$ cat config.mk
export PLATFORM = sky130hd
export DESIGN_NAME = one_at_a_time_hash_bucket
export DESIGN_NICKNAME = d
export VERILOG_FILES = /design/src/sv/ooat_pkg.sv /design/src/sv/one_at_a_time_hash_bucket.sv /design/src/sv/ooat_mixer.sv /design/src/sv/ooat_queue.sv /design/src/sv/ooat_reducer.sv
export SDC_FILE = /design/constraint.sdc
export NUM_CORES = 1
export LEC_CHECK = 0
export BUFFER_PORTS_ARGS = -buffer_cell sky130_fd_sc_hd__buf_2
export CAP_MARGIN = 20
export CORE_MARGIN = 2
export CORE_UTILIZATION = 55
export CTS_CLUSTER_SIZE = 24
export DETAILED_ROUTE_END_ITERATION = 12
export PLACE_DENSITY = 0.73
export SYNTH_ARGS = -nofsm -noshare
export SYNTH_HDL_FRONTEND = slang
export SYNTH_SLANG_ARGS = --single-unit
$ cat constraint.sdc
create_clock -name clock -period 12.05 [get_ports clock]
set_clock_uncertainty 0.1 [all_clocks]
set_input_delay 2.41 -clock clock [delete_from_list [all_inputs] [get_ports clock]]
set_output_delay 2.41 -clock clock [all_outputs]
set_load 0.005 [all_outputs]
$ cat src/sv/ooat_pkg.sv
// ----------------------------------------------------------------------------
// ooat_pkg
// Shared widths, register indexes and the configuration bundle for the
// one-at-a-time hash bucket block.
// ----------------------------------------------------------------------------
`default_nettype none

package ooat_pkg;

   localparam int HASH_W       = 32;
   localparam int BYTE_W       = 8;
   localparam int COUNT_W      = 17;
   localparam int BUCKET_W     = 16;
   localparam int CSR_INDEX_W  = 2;
   localparam int QUEUE_DEPTH  = 4;
   localparam int QUEUE_PTR_W  = 2;
   localparam int QUEUE_CNT_W  = 3;

   localparam logic [COUNT_W-1:0] MAX_BUCKETS     = 17'd65536;
   localparam logic [COUNT_W-1:0] BUCKET_COUNT_RST = 17'd1024;

   // Register indexes on the configuration port.
   localparam logic [CSR_INDEX_W-1:0] REG_BUCKET_COUNT     = 2'd0;
   localparam logic [CSR_INDEX_W-1:0] REG_BYTE_SIGN_EXTEND = 2'd1;

   // Configuration as seen by the mixer and the reducer.
   typedef struct packed {
      logic [COUNT_W-1:0] divisor;      // already saturated to MAX_BUCKETS
      logic               sign_extend;
   } cfg_type;

endpackage

`default_nettype wire

$ cat src/sv/one_at_a_time_hash_bucket.sv
// ----------------------------------------------------------------------------
// one_at_a_time_hash_bucket
// One-at-a-time hash of a byte stream, reduced to a bucket index per key.
// ----------------------------------------------------------------------------
// Key bytes are taken at one per clock cycle and mixed into the running hash
// as they arrive. Each completed key (the transaction with tlast set) is
// placed in a four-entry queue; the reducer behind it works on one key at a
// time (it takes the key from the queue, applies the final avalanche, runs
// the bit-serial modulo divider and then offers its response transaction
// until it is taken), so keys whose bytes take longer to arrive than the
// reducer spends on a key run at one byte per cycle, and shorter keys are
// held off whenever the queue fills. A key with no bytes is sent as one
// transaction with tlast set and tuser clear. Configuration writes are
// accepted at all times but must only be made while no key is in flight.
// ----------------------------------------------------------------------------
`default_nettype none

module one_at_a_time_hash_bucket
   import ooat_pkg::*;
(
   input  wire logic                   clock,
   input  wire logic                   reset,
   // Input stream
   input  wire logic                   req_tvalid,
   output logic                        req_tready,
   input  wire logic [7:0]             req_tdata,   // [7:0] key_byte
   input  wire logic                   req_tuser,   // [0] byte_present
   input  wire logic                   req_tlast,   // last_byte
   // Result stream
   output logic                        rsp_tvalid,
   input  wire logic                   rsp_tready,
   output logic [47:0]                 rsp_tdata,   // [15:0] bucket_index, [47:16] full_hash
   // Register writes
   input  wire logic                   csr_valid,
   output logic                        csr_ready,
   input  wire logic [CSR_INDEX_W-1:0] csr_index,
   input  wire logic [COUNT_W-1:0]     csr_data
);

   logic [COUNT_W-1:0]  bucket_count_ff;
   logic                sign_extend_ff;
   cfg_type             cfg;
   logic                push_valid;
   logic                push_ready;
   logic [HASH_W-1:0]   push_hash;
   logic                q_valid;
   logic                q_ready;
   logic [HASH_W-1:0]   q_hash;
   logic [BUCKET_W-1:0] bucket;
   logic [HASH_W-1:0]   full;

   assign csr_ready = 1'b1;

   always_ff @(posedge clock) begin
      if (reset) begin
         bucket_count_ff <= BUCKET_COUNT_RST;
         sign_extend_ff  <= 1'b1;
      end else if (csr_valid && csr_ready) begin
         case (csr_index)
            REG_BUCKET_COUNT:     bucket_count_ff <= csr_data;
            REG_BYTE_SIGN_EXTEND: sign_extend_ff  <= csr_data[0];
            default: ;
         endcase
      end
   end

   assign cfg.divisor     = (bucket_count_ff > MAX_BUCKETS) ? MAX_BUCKETS : bucket_count_ff;
   assign cfg.sign_extend = sign_extend_ff;

   ooat_mixer u_mixer (
      .clock      (clock),
      .reset      (reset),
      .cfg        (cfg),
      .in_valid   (req_tvalid),
      .in_ready   (req_tready),
      .in_byte    (req_tdata),
      .in_present (req_tuser),
      .in_last    (req_tlast),
      .push_valid (push_valid),
      .push_ready (push_ready),
      .push_hash  (push_hash)
   );

   ooat_queue u_queue (
      .clock    (clock),
      .reset    (reset),
      .wr_valid (push_valid),
      .wr_ready (push_ready),
      .wr_data  (push_hash),
      .rd_valid (q_valid),
      .rd_ready (q_ready),
      .rd_data  (q_hash)
   );

   ooat_reducer u_reducer (
      .clock      (clock),
      .reset      (reset),
      .cfg        (cfg),
      .q_valid    (q_valid),
      .q_ready    (q_ready),
      .q_hash     (q_hash),
      .out_valid  (rsp_tvalid),
      .out_ready  (rsp_tready),
      .out_bucket (bucket),
      .out_full   (full)
   );

   assign rsp_tdata = {full, bucket};

endmodule

`default_nettype wire

$ cat src/sv/ooat_mixer.sv
// ----------------------------------------------------------------------------
// ooat_mixer
// Front part: mixes accepted key bytes into the running hash one byte per
// cycle if the queue has room; pushes the unfinalised hash per completed key.
// ----------------------------------------------------------------------------
`default_nettype none

module ooat_mixer
   import ooat_pkg::*;
(
   input  wire logic              clock,
   input  wire logic              reset,
   input  wire cfg_type           cfg,
   input  wire logic              in_valid,
   output logic                   in_ready,
   input  wire logic [BYTE_W-1:0] in_byte,
   input  wire logic              in_present,
   input  wire logic              in_last,
   output logic                   push_valid,
   input  wire logic              push_ready,
   output logic [HASH_W-1:0]      push_hash
);

   logic [HASH_W-1:0] running_hash_ff;
   logic [HASH_W-1:0] running_hash_in;
   logic [HASH_W-1:0] ext_byte;
   logic [HASH_W-1:0] sum_a;
   logic [HASH_W-1:0] sum_b;
   logic [HASH_W-1:0] mixed;
   logic              accept;

   // Only a key end needs queue space, but holding off every byte while the
   // queue is full keeps the handshake independent of the payload.
   assign in_ready = push_ready;
   assign accept   = in_valid && in_ready;

   assign ext_byte = (cfg.sign_extend && in_byte[BYTE_W-1]) ?
                     {{(HASH_W-BYTE_W){1'b1}}, in_byte} :
                     {{(HASH_W-BYTE_W){1'b0}}, in_byte};

   always_comb begin
      sum_a = running_hash_ff + ext_byte;
      sum_b = sum_a + (sum_a << 10);
      mixed = in_present ? (sum_b ^ (sum_b >> 6)) : running_hash_ff;
   end

   assign push_valid = accept && in_last;
   assign push_hash  = mixed;

   always_comb begin
      running_hash_in = running_hash_ff;
      if (accept) begin
         running_hash_in = in_last ? '0 : mixed;
      end
   end

   always_ff @(posedge clock) begin
      if (reset) begin
         running_hash_ff <= '0;
      end else begin
         running_hash_ff <= running_hash_in;
      end
   end

endmodule

`default_nettype wire

$ cat src/sv/ooat_queue.sv
// ----------------------------------------------------------------------------
// ooat_queue
// Short first-in first-out queue of completed key hashes between the mixer
// and the reducer.
// ----------------------------------------------------------------------------
`default_nettype none

module ooat_queue
   import ooat_pkg::*;
(
   input  wire logic              clock,
   input  wire logic              reset,
   input  wire logic              wr_valid,
   output logic                   wr_ready,
   input  wire logic [HASH_W-1:0] wr_data,
   output logic                   rd_valid,
   input  wire logic              rd_ready,
   output logic [HASH_W-1:0]      rd_data
);

   logic [HASH_W-1:0]      mem_ff [QUEUE_DEPTH];
   logic [QUEUE_PTR_W-1:0] wr_ptr_ff;
   logic [QUEUE_PTR_W-1:0] rd_ptr_ff;
   logic [QUEUE_CNT_W-1:0] count_ff;
   logic                   do_wr;
   logic                   do_rd;

   assign wr_ready = (count_ff != QUEUE_CNT_W'(QUEUE_DEPTH));
   assign rd_valid = (count_ff != '0);
   assign rd_data  = mem_ff[rd_ptr_ff];
   assign do_wr    = wr_valid && wr_ready;
   assign do_rd    = rd_valid && rd_ready;

   always_ff @(posedge clock) begin
      if (do_wr) begin
         mem_ff[wr_ptr_ff] <= wr_data;
      end
   end

   always_ff @(posedge clock) begin
      if (reset) begin
         wr_ptr_ff <= '0;
         rd_ptr_ff <= '0;
         count_ff  <= '0;
      end else begin
         if (do_wr) begin
            wr_ptr_ff <= wr_ptr_ff + 1'b1;
         end
         if (do_rd) begin
            rd_ptr_ff <= rd_ptr_ff + 1'b1;
         end
         if (do_wr && !do_rd) begin
            count_ff <= count_ff + 1'b1;
         end else if (do_rd && !do_wr) begin
            count_ff <= count_ff - 1'b1;
         end
      end
   end

endmodule

`default_nettype wire

$ cat src/sv/ooat_reducer.sv
// ----------------------------------------------------------------------------
// ooat_reducer
// Back part: applies the final avalanche to a queued hash, reduces it modulo
// the bucket count with a bit-serial restoring divider and holds the result
// until it is taken.
// ----------------------------------------------------------------------------
`default_nettype none

module ooat_reducer
   import ooat_pkg::*;
(
   input  wire logic              clock,
   input  wire logic              reset,
   input  wire cfg_type           cfg,
   input  wire logic              q_valid,
   output logic                   q_ready,
   input  wire logic [HASH_W-1:0] q_hash,
   output logic                   out_valid,
   input  wire logic              out_ready,
   output logic [BUCKET_W-1:0]    out_bucket,
   output logic [HASH_W-1:0]      out_full
);

   typedef enum logic [2:0] {
      ST_IDLE,
      ST_FIN_A,
      ST_FIN_B,
      ST_DIVIDE,
      ST_DONE
   } state_type;

   state_type          state_ff;
   logic [HASH_W-1:0]  hash_ff;
   logic [HASH_W-1:0]  quot_ff;
   logic [COUNT_W-1:0] rem_ff;
   logic [4:0]         bit_cnt_ff;
   logic [BUCKET_W-1:0] bucket_ff;
   logic               out_valid_ff;

   logic [HASH_W-1:0]  fin_a1;
   logic [HASH_W-1:0]  fin_a;
   logic [HASH_W-1:0]  fin_b;
   logic [COUNT_W:0]   trial;
   logic [COUNT_W:0]   diff;
   logic [COUNT_W-1:0] rem_in;

   always_comb begin
      fin_a1 = hash_ff + (hash_ff << 3);
      fin_a  = fin_a1 ^ (fin_a1 >> 11);
      fin_b  = hash_ff + (hash_ff << 15);
   end

   // One restoring step: the partial remainder stays below the divisor,
   // so the shifted value is below twice the divisor and a single
   // subtraction suffices.
   always_comb begin
      trial  = {rem_ff, quot_ff[HASH_W-1]};
      diff   = trial - {1'b0, cfg.divisor};
      rem_in = (trial >= {1'b0, cfg.divisor}) ? diff[COUNT_W-1:0] : trial[COUNT_W-1:0];
   end

   assign q_ready    = (state_ff == ST_IDLE);
   assign out_valid  = out_valid_ff;
   assign out_bucket = bucket_ff;
   assign out_full   = hash_ff;

   always_ff @(posedge clock) begin
      if (reset) begin
         state_ff     <= ST_IDLE;
         out_valid_ff <= 1'b0;
      end else begin
         case (state_ff)
            ST_IDLE: begin
               if (q_valid) begin
                  hash_ff  <= q_hash;
                  state_ff <= ST_FIN_A;
               end
            end
            ST_FIN_A: begin
               hash_ff  <= fin_a;
               state_ff <= ST_FIN_B;
            end
            ST_FIN_B: begin
               hash_ff    <= fin_b;
               quot_ff    <= fin_b;
               rem_ff     <= '0;
               bit_cnt_ff <= 5'd31;
               state_ff   <= ST_DIVIDE;
            end
            ST_DIVIDE: begin
               rem_ff     <= rem_in;
               quot_ff    <= quot_ff << 1;
               bit_cnt_ff <= bit_cnt_ff - 1'b1;
               if (bit_cnt_ff == '0) begin
                  // A bucket count of zero maps every key to bucket zero.
                  bucket_ff    <= (cfg.divisor == '0) ? '0 : rem_in[BUCKET_W-1:0];
                  out_valid_ff <= 1'b1;
                  state_ff     <= ST_DONE;
               end
            end
            ST_DONE: begin
               if (out_ready) begin
                  out_valid_ff <= 1'b0;
                  state_ff     <= ST_IDLE;
               end
            end
            default: begin
               out_valid_ff <= 1'b0;
               state_ff     <= ST_IDLE;
            end
         endcase
      end
   end

endmodule

`default_nettype wire

# --- Word-level counts from Yosys, hierarchy flattened ---
# Memory sizes are Yosys's and may differ from the RTL's. A register that Yosys moved wholly into a read port is not among the register bits.
# Cells that the tools add are included.
totals:
  register_bits: 163
  ram_bits: 128
  in_bits: 34
  output_inout_bits: 51
  n_memories: 1
mem_list:
  columns: ["name", "words", "word_bits", "read_ports", "rd_ports_with_merged_regs", "write_ports", "line", "source"]
  rows:
  - ["u_queue.mem_ff", 4, 32, 1, 1, 1, "ooat_queue.sv:21", "logic [HASH_W-1:0] mem_ff [QUEUE_DEPTH];"]
classes:
  addsub: 10
  magnitude_cmp: 2
  eq_ne: 9
  n_mux: 23
  bitwise: 4
  reduce_logical: 25
ops:
  columns: ["cell", "n"]
  rows:
  - ["adder 32 bit", 4]
  - ["two-way mux 32 bit", 4]
  - ["one-hot mux 32 bit (3 select lines)", 1]
  - ["one-hot mux 32 bit (2 select lines)", 1]
  - ["two-way mux 17 bit", 2]
  - ["one-hot mux 17 bit (2 select lines)", 1]
  - ["XOR 32 x 21 -> 32 bit", 1]
  - ["XOR 32 x 26 -> 32 bit", 1]
  - [">= comparator 18 x 17 -> 1 bit", 1]
  - ["> comparator 17 bit (second input constant)", 1]
  - ["logical NOT 17 bit", 1]
  - ["subtractor 17 bit", 1]
  - ["two-way mux 3 bit", 5]
  - ["one-hot mux 3 bit (5 select lines)", 1]
  - ["AND reduction 3 bit", 4]
  - ["one-hot mux 5 bit (2 select lines)", 1]
  - ["logical AND 1 bit", 7]
  - ["equality test 3 x 2 -> 1 bit (second input constant)", 2]
  - ["AND reduction 2 bit", 3]
  - ["nonzero test 3 bit", 2]
  - ["logical NOT 5 bit", 1]
  - ["subtractor 5 x 1 -> 5 bit (second input constant)", 1]
  - ["adder 2 x 1 -> 2 bit (second input constant)", 2]
  - ["two-way mux 1 bit", 4]
  - ["16 further kinds", 21]

# --- Longest topological paths before layout ---
depth:
  ltp_word: 8
  mapped_depth: 25
  depth_no_buf: 24

# --- Hierarchy ---
# A second synthesis with hierarchy kept.
unflattened:
  cells_unflattened: 1788
  hier_area_um2: 18486.5
modules_own_cells:
  columns: ["mod", "n_inst", "cells_per_inst", "area_each_um2"]
  rows:
  - ["ooat_reducer", 1, 869, 8087.8]
  - ["ooat_queue", 1, 215, 5136.2]
  - ["ooat_mixer", 1, 600, 4431.8]
  - ["one_at_a_time_hash_bucket", 1, 104, 830.8]

# --- Least setup slack after synthesis ---
# Ideal clock, no wire load.
synth_path:
  path_kind: "input -> register"
  startpoint: "input port req_tdata[0]"
  endpoint: "memory u_queue.mem_ff[0][23], data pin"
  arrival_time_ns: 7.322
  required_ns: 11.783
  path_slack_ns: 4.461
  cell_stages: 24
  n_path_buf: 1
  cell_sequence: "ha_1 > inv_1 > fa_1 > nor2b_1 > o21ai_0 > a21boi_0 > o21a_1 > o21ai_1 > a31oi_1 > or2_2 > clkbuf_1 > nor4_1 > a31o_2 > xor2_1 > ha_1 > or3_1 > o211a_1 > or3_1 > a221o_1 > maj3_2 > a21oi_2 > xnor2_1 > mux2_4 > nor2_1"
synth_via:
  elab_chain_len: 5
synth_lines:
  columns: ["element", "line", "source"]
  rows:
  - ["start, declared", "one_at_a_time_hash_bucket.sv:26", "input wire logic [7:0] req_tdata,"]
  - ["two-way mux 32 bit", "ooat_mixer.sv:37", "assign ext_byte = (cfg.sign_extend && in_byte[BYTE_W-1]) ?"]
  - ["adder 32 bit", "ooat_mixer.sv:42", "sum_a = running_hash_ff + ext_byte;"]
  - ["adder 32 bit", "ooat_mixer.sv:43", "sum_b = sum_a + (sum_a << 10);"]
  - ["XOR 32 x 26 -> 32 bit", "ooat_mixer.sv:44", "mixed = in_present ? (sum_b ^ (sum_b >> 6)) : running_hash_ff;"]
  - ["two-way mux 32 bit", "ooat_mixer.sv:44", null]
  - ["via push_hash[23]", "one_at_a_time_hash_bucket.sv:45", "logic [HASH_W-1:0] push_hash;"]
  - ["end, declared", "ooat_queue.sv:21", null]
# The timed path passes the listed nets, and every way through them passes these cells.

# --- Worst setup path after layout ---
layout_path:
  startpoint: "input port req_tdata[0]"
  endpoint: "memory u_queue.mem_ff[2][24], data pin"
# The elaborated chain is that of the path after synthesis.

==> impl_metrics.py <==
metrics = {
    "die": {
        "initial_utilization_pct": 55.8,
        "dieWidth_microns": 183,
        "io_pins": 85,
        "die_h_microns": 183,
        "coreArea_sq_um": 31600,
        "std_cell_rows": 65,
        "dieArea_sq_um": 33400,
    },
    "logic_synthesis": {
        "ys_seq_area_share_pct": 46.4,
        "synth_top_family_by_area": "compound AO/OA/AOI/OAI gates",
        "ys_seq_elements": 293,
        "synth_top_area_cell": "edfxtp_1",
        "ys_types": 91,
        "synthArstFlopShare_pct": 0,
        "synthFlopType": "edfxtp_1",
        "synth_area_per_cell_sq_um": 10.3,
        "synth-xor-area-share_pct": 7.44,
        "synth_area_leaders": "edfxtp_1 39%, dfxtp_1 7.2%, ha_1 6.8%",
        "synth_adder_area_share_pct": 7.56,
        "synth_mux_area_share_pct": 5.37,
        "synth-simple-area-share_pct": 14.4,
        "synth_fp_nets": 1848,
        "synth_area_sq_um": 17600,
        "synth_edf_count": 230,
        "yosys_warnings": 0,
        "synthCells": 1713,
        "synth_compound_area_share_pct": 15.8,
        "synth_top_area_share_pct": 39.2,
    },
    "clock_network": {
        "cts-buffers-inserted": 28,
        "clk_pin_slew_ns": 0.06,
        "clock_latency_ns": 0.56,
        "cts_resized": 0,
        "cts_tree": "yes",
        "ctsHoldBuffers": 0,
        "clockRootBuffer": "clkbuf_16",
        "cts.sinks": 293,
        "cts_setup_buffers": 0,
        "clk_path_buf_depth": 3,
        "cts_max_level": 1,
    },
    "timing": {
        "fmax_ghz": 0.129,
        "fin_crit_ns": 7.73,
        "relSlewSlack_pct": 33.5,
        "rsz0062_at_grt": "false",
        "period_share_pct": 64.1,
        "hold_viol": 0,
        "maxSlewViolCount": 0,
        "worst_pin_slew_ns": 0.998,
        "finalSetupViolations": 0,
        "fin_setup_tns_ns": 0,
    },
    "worst_setup_path": {
        "reg2reg_depth": 23,
        "r2r_start": "u_mixer.running_hash_ff[0]",
        "crit_type": "in2reg",
        "slowest_stage": "a2111oi_0",
        "worstPathMaxFanout": 7,
        "cp-start-kind": "primary input",
        "crit_required_ns": 12.29,
        "critPathMaxStageDelay_ns": 0.69,
        "r2r_end": "u_queue.mem_ff[2][24]",
        "worstPathArrival_ns": 7.97,
        "regToRegSetupSlack_ns": 5.94,
        "endpoint_kind": "flip-flop",
        "path_cells": "buf_2 -> ha_1 -> inv_1 -> fa_1 -> nor2b_1 -> o21ai_0 -> a21boi_0 -> o21a_1 -> o21ai_1 -> a31oi_1 -> or2_2 -> mux2i_1 -> xor2_1 -> ha_1 -> a21o_1 -> a21oi_1 -> nor2b_1 -> nor3_1 -> a211oi_1 -> a2111oi_0 -> o211ai_1 -> xor2_1 -> xnor2_1 -> a21oi_1",
    },
    "worst_hold_path": {
        "hold_path_end": "bucket_count_ff[15]",
        "holdCritPathClass": "reg2reg",
        "min_from": "bucket_count_ff[15]",
        "whs_path_depth": 2,
    },
    "layout": {
        "ff_latch_area_sq_um": 8170,
        "antenna_cells": 0,
        "multiInputGateArea_sq_um": 8930,
        "nets": 1902,
        "area_growth_pct": 9.92,
        "drive_gt1_share_pct": 12.6,
        "fillerInstances": 2556,
    },
    "placement": {
        "port-buffer-count": 83,
        "gp_congestion": 0.946,
        "dp.final_hpwl_microns": 33700,
    },
    "global_routing": {
        "grt_pass1_vias": 13500,
        "grt_max_degree": 60,
        "grt_pass1_wl_microns": 73100,
        "antenna_found_initial": 0,
        "grt_usage_pct": 27.9,
        "overflow": 0,
    },
    "detailed_routing": {
        "first_iter_violations": 1034,
        "wirelength_microns": 46000,
        "ant_nets": 0,
        "via_count": 13700,
        "dr.pass1.iters": 6,
        "post_drt_wl_per_cell_microns": 21.0,
        "drc": 0,
        "vias_per_cell": 6.24,
    },
    "flow_run": {
        "maxCapViolCount": 0,
    },
    "status": {
        "status": "finished, final reports clean",
    },
}
-- through the flow --
step / std cells / worst slack, ns / hold WS, ns / utilization, % / instance area [sq um]
after floorplan: 1713 / 4.46 / 0.345 / - / 17600
after global placement: 2138 / 3.98 / 0.363 / 58.2 / 18400
after detailed placement: 2138 / 3.82 / 0.365 / 58.2 / 18400
after CTS: 2190 / 4.37 / 0.375 / 61.3 / 19300
after global routing: 2191 / 3.81 / 0.388 / 61.3 / 19300
final: 2191 / 4.32 / 0.374 / 61.3 / 19300
-- critical path, delay by kind of cell --
family / cells / cell delay [ns]
AO/OA/AOI/OAI: 11 / 2.88
AND/OR/NAND/NOR: 4 / 0.85
adder cells (fa/ha/maj): 3 / 0.76
buffers and inverters: 2 / 0.18
multiplexers: 1 / 0.21
XOR/XNOR: 3 / 0.68
-- sequential cells by signal, indices dropped and copies added, names as in the netlist, named ones only --
| name | flops |
|---|---|
| u_reducer.state_ff | 3 |
| u_mixer.running_hash_ff | 32 |
| u_reducer.out_bucket | 16 |
| u_queue.mem_ff | 128 |
| sign_extend_ff | 1 |
| bucket_count_ff | 17 |
| u_reducer.bit_cnt_ff | 5 |
| u_queue.wr_ptr_ff | 2 |
| u_reducer.rem_ff | 17 |
| u_reducer.out_full | 32 |
| u_queue.rd_ptr_ff | 2 |
| u_reducer.quot_ff | 32 |
| u_reducer.out_valid | 1 |
| u_queue.count_ff | 3 |
-- logic make-up (layout without fill, tap and decap cells) --
group,after synthesis,count (layout)
XOR/XNOR,148,148
AO/OA/AOI/OAI,434,434
adder cells (fa/ha/maj),103,103
AND/OR/NAND/NOR,548,548
buffers and inverters,134,210
other,1,1
multiplexers,52,52
flip-flops,293,293
-- cell usage after synthesis (6+ instances only) --
library cell	n
edfxtp_1	230
nand2_1	216
a21oi_1	134
nor2_1	125
xnor2_1	108
ha_1	95
o21ai_0	89
clkbuf_1	65
dfxtp_1	63
inv_1	51
xor2_1	39
nand3_1	37
nor3_1	36
a21o_1	32
mux4_2	32
o21a_1	25
a22oi_1	24
and3_1	17
nand4_1	17
or3_1	16
a211oi_1	15
mux2_2	15
nor2b_1	15
nor4_1	14
and2_1	13
nand2b_1	9
o211ai_1	9
a21boi_0	8
o21ai_1	8
o21bai_1	8
buf_1	7
buf_2	7
or2_2	7
a32o_1	6
fa_1	6
o22ai_1	6
o31ai_1	6
-- metal layers --
metal,part of all wire [%],global-route usage [%],routed length [microns]
met1,42,37.0,19400
met2,48,47.3,22000
met3,6.3,3.69,2890
met4,3.8,10.3,1740
met5,0,0,0
-- area by class of cell --
cell class / instances / share of cell area (%)
clock buffer: 42 / 4.39
clock inverter: 10 / 0.550
multi-input combinational: 1286 / 46.2
tap: 402 / 2.60
inverter: 53 / 1.03
sequential: 293 / 42.2
timing repair buffer: 105 / 3.02
-- worst max-delay path by stage --
stage | from | end | slack (ns) | cells after the start
6_report | req_tdata[0] | u_queue.mem_ff[2][24] | 4.32 | 24
5_1_grt | req_tdata[0] | u_queue.mem_ff[0][24] | 3.81 | 24
4_1_cts | req_tdata[0] | u_queue.mem_ff[1][24] | 4.37 | 24
3_5_place_dp | req_tdata[0] | u_queue.mem_ff[3][23] | 3.82 | 24
3_3_place_gp | req_tdata[0] | u_queue.mem_ff[0][23] | 3.98 | 24
2_1_floorplan | req_tdata[0] | u_queue.mem_ff[0][23] | 4.46 | 24
-- cells in the final DEF, fill, tap and decap left out, types with 32 or more instances in the layout --
master     instances
o21ai_0           89
xnor2_1          108
clkbuf_16         32
edfxtp_1         230
nand2_1          216
nor3_1            33
dfxtp_1           62
inv_1             51
mux4_2            32
nand3_1           37
ha_1              95
nor2_1           123
a21o_1            32
xor2_1            39
a21oi_1          134
buf_2             83
Power is left out: the tool's default activity adds up to more than one toggle a clock period on the data nets, which glitch-free logic cannot reach.
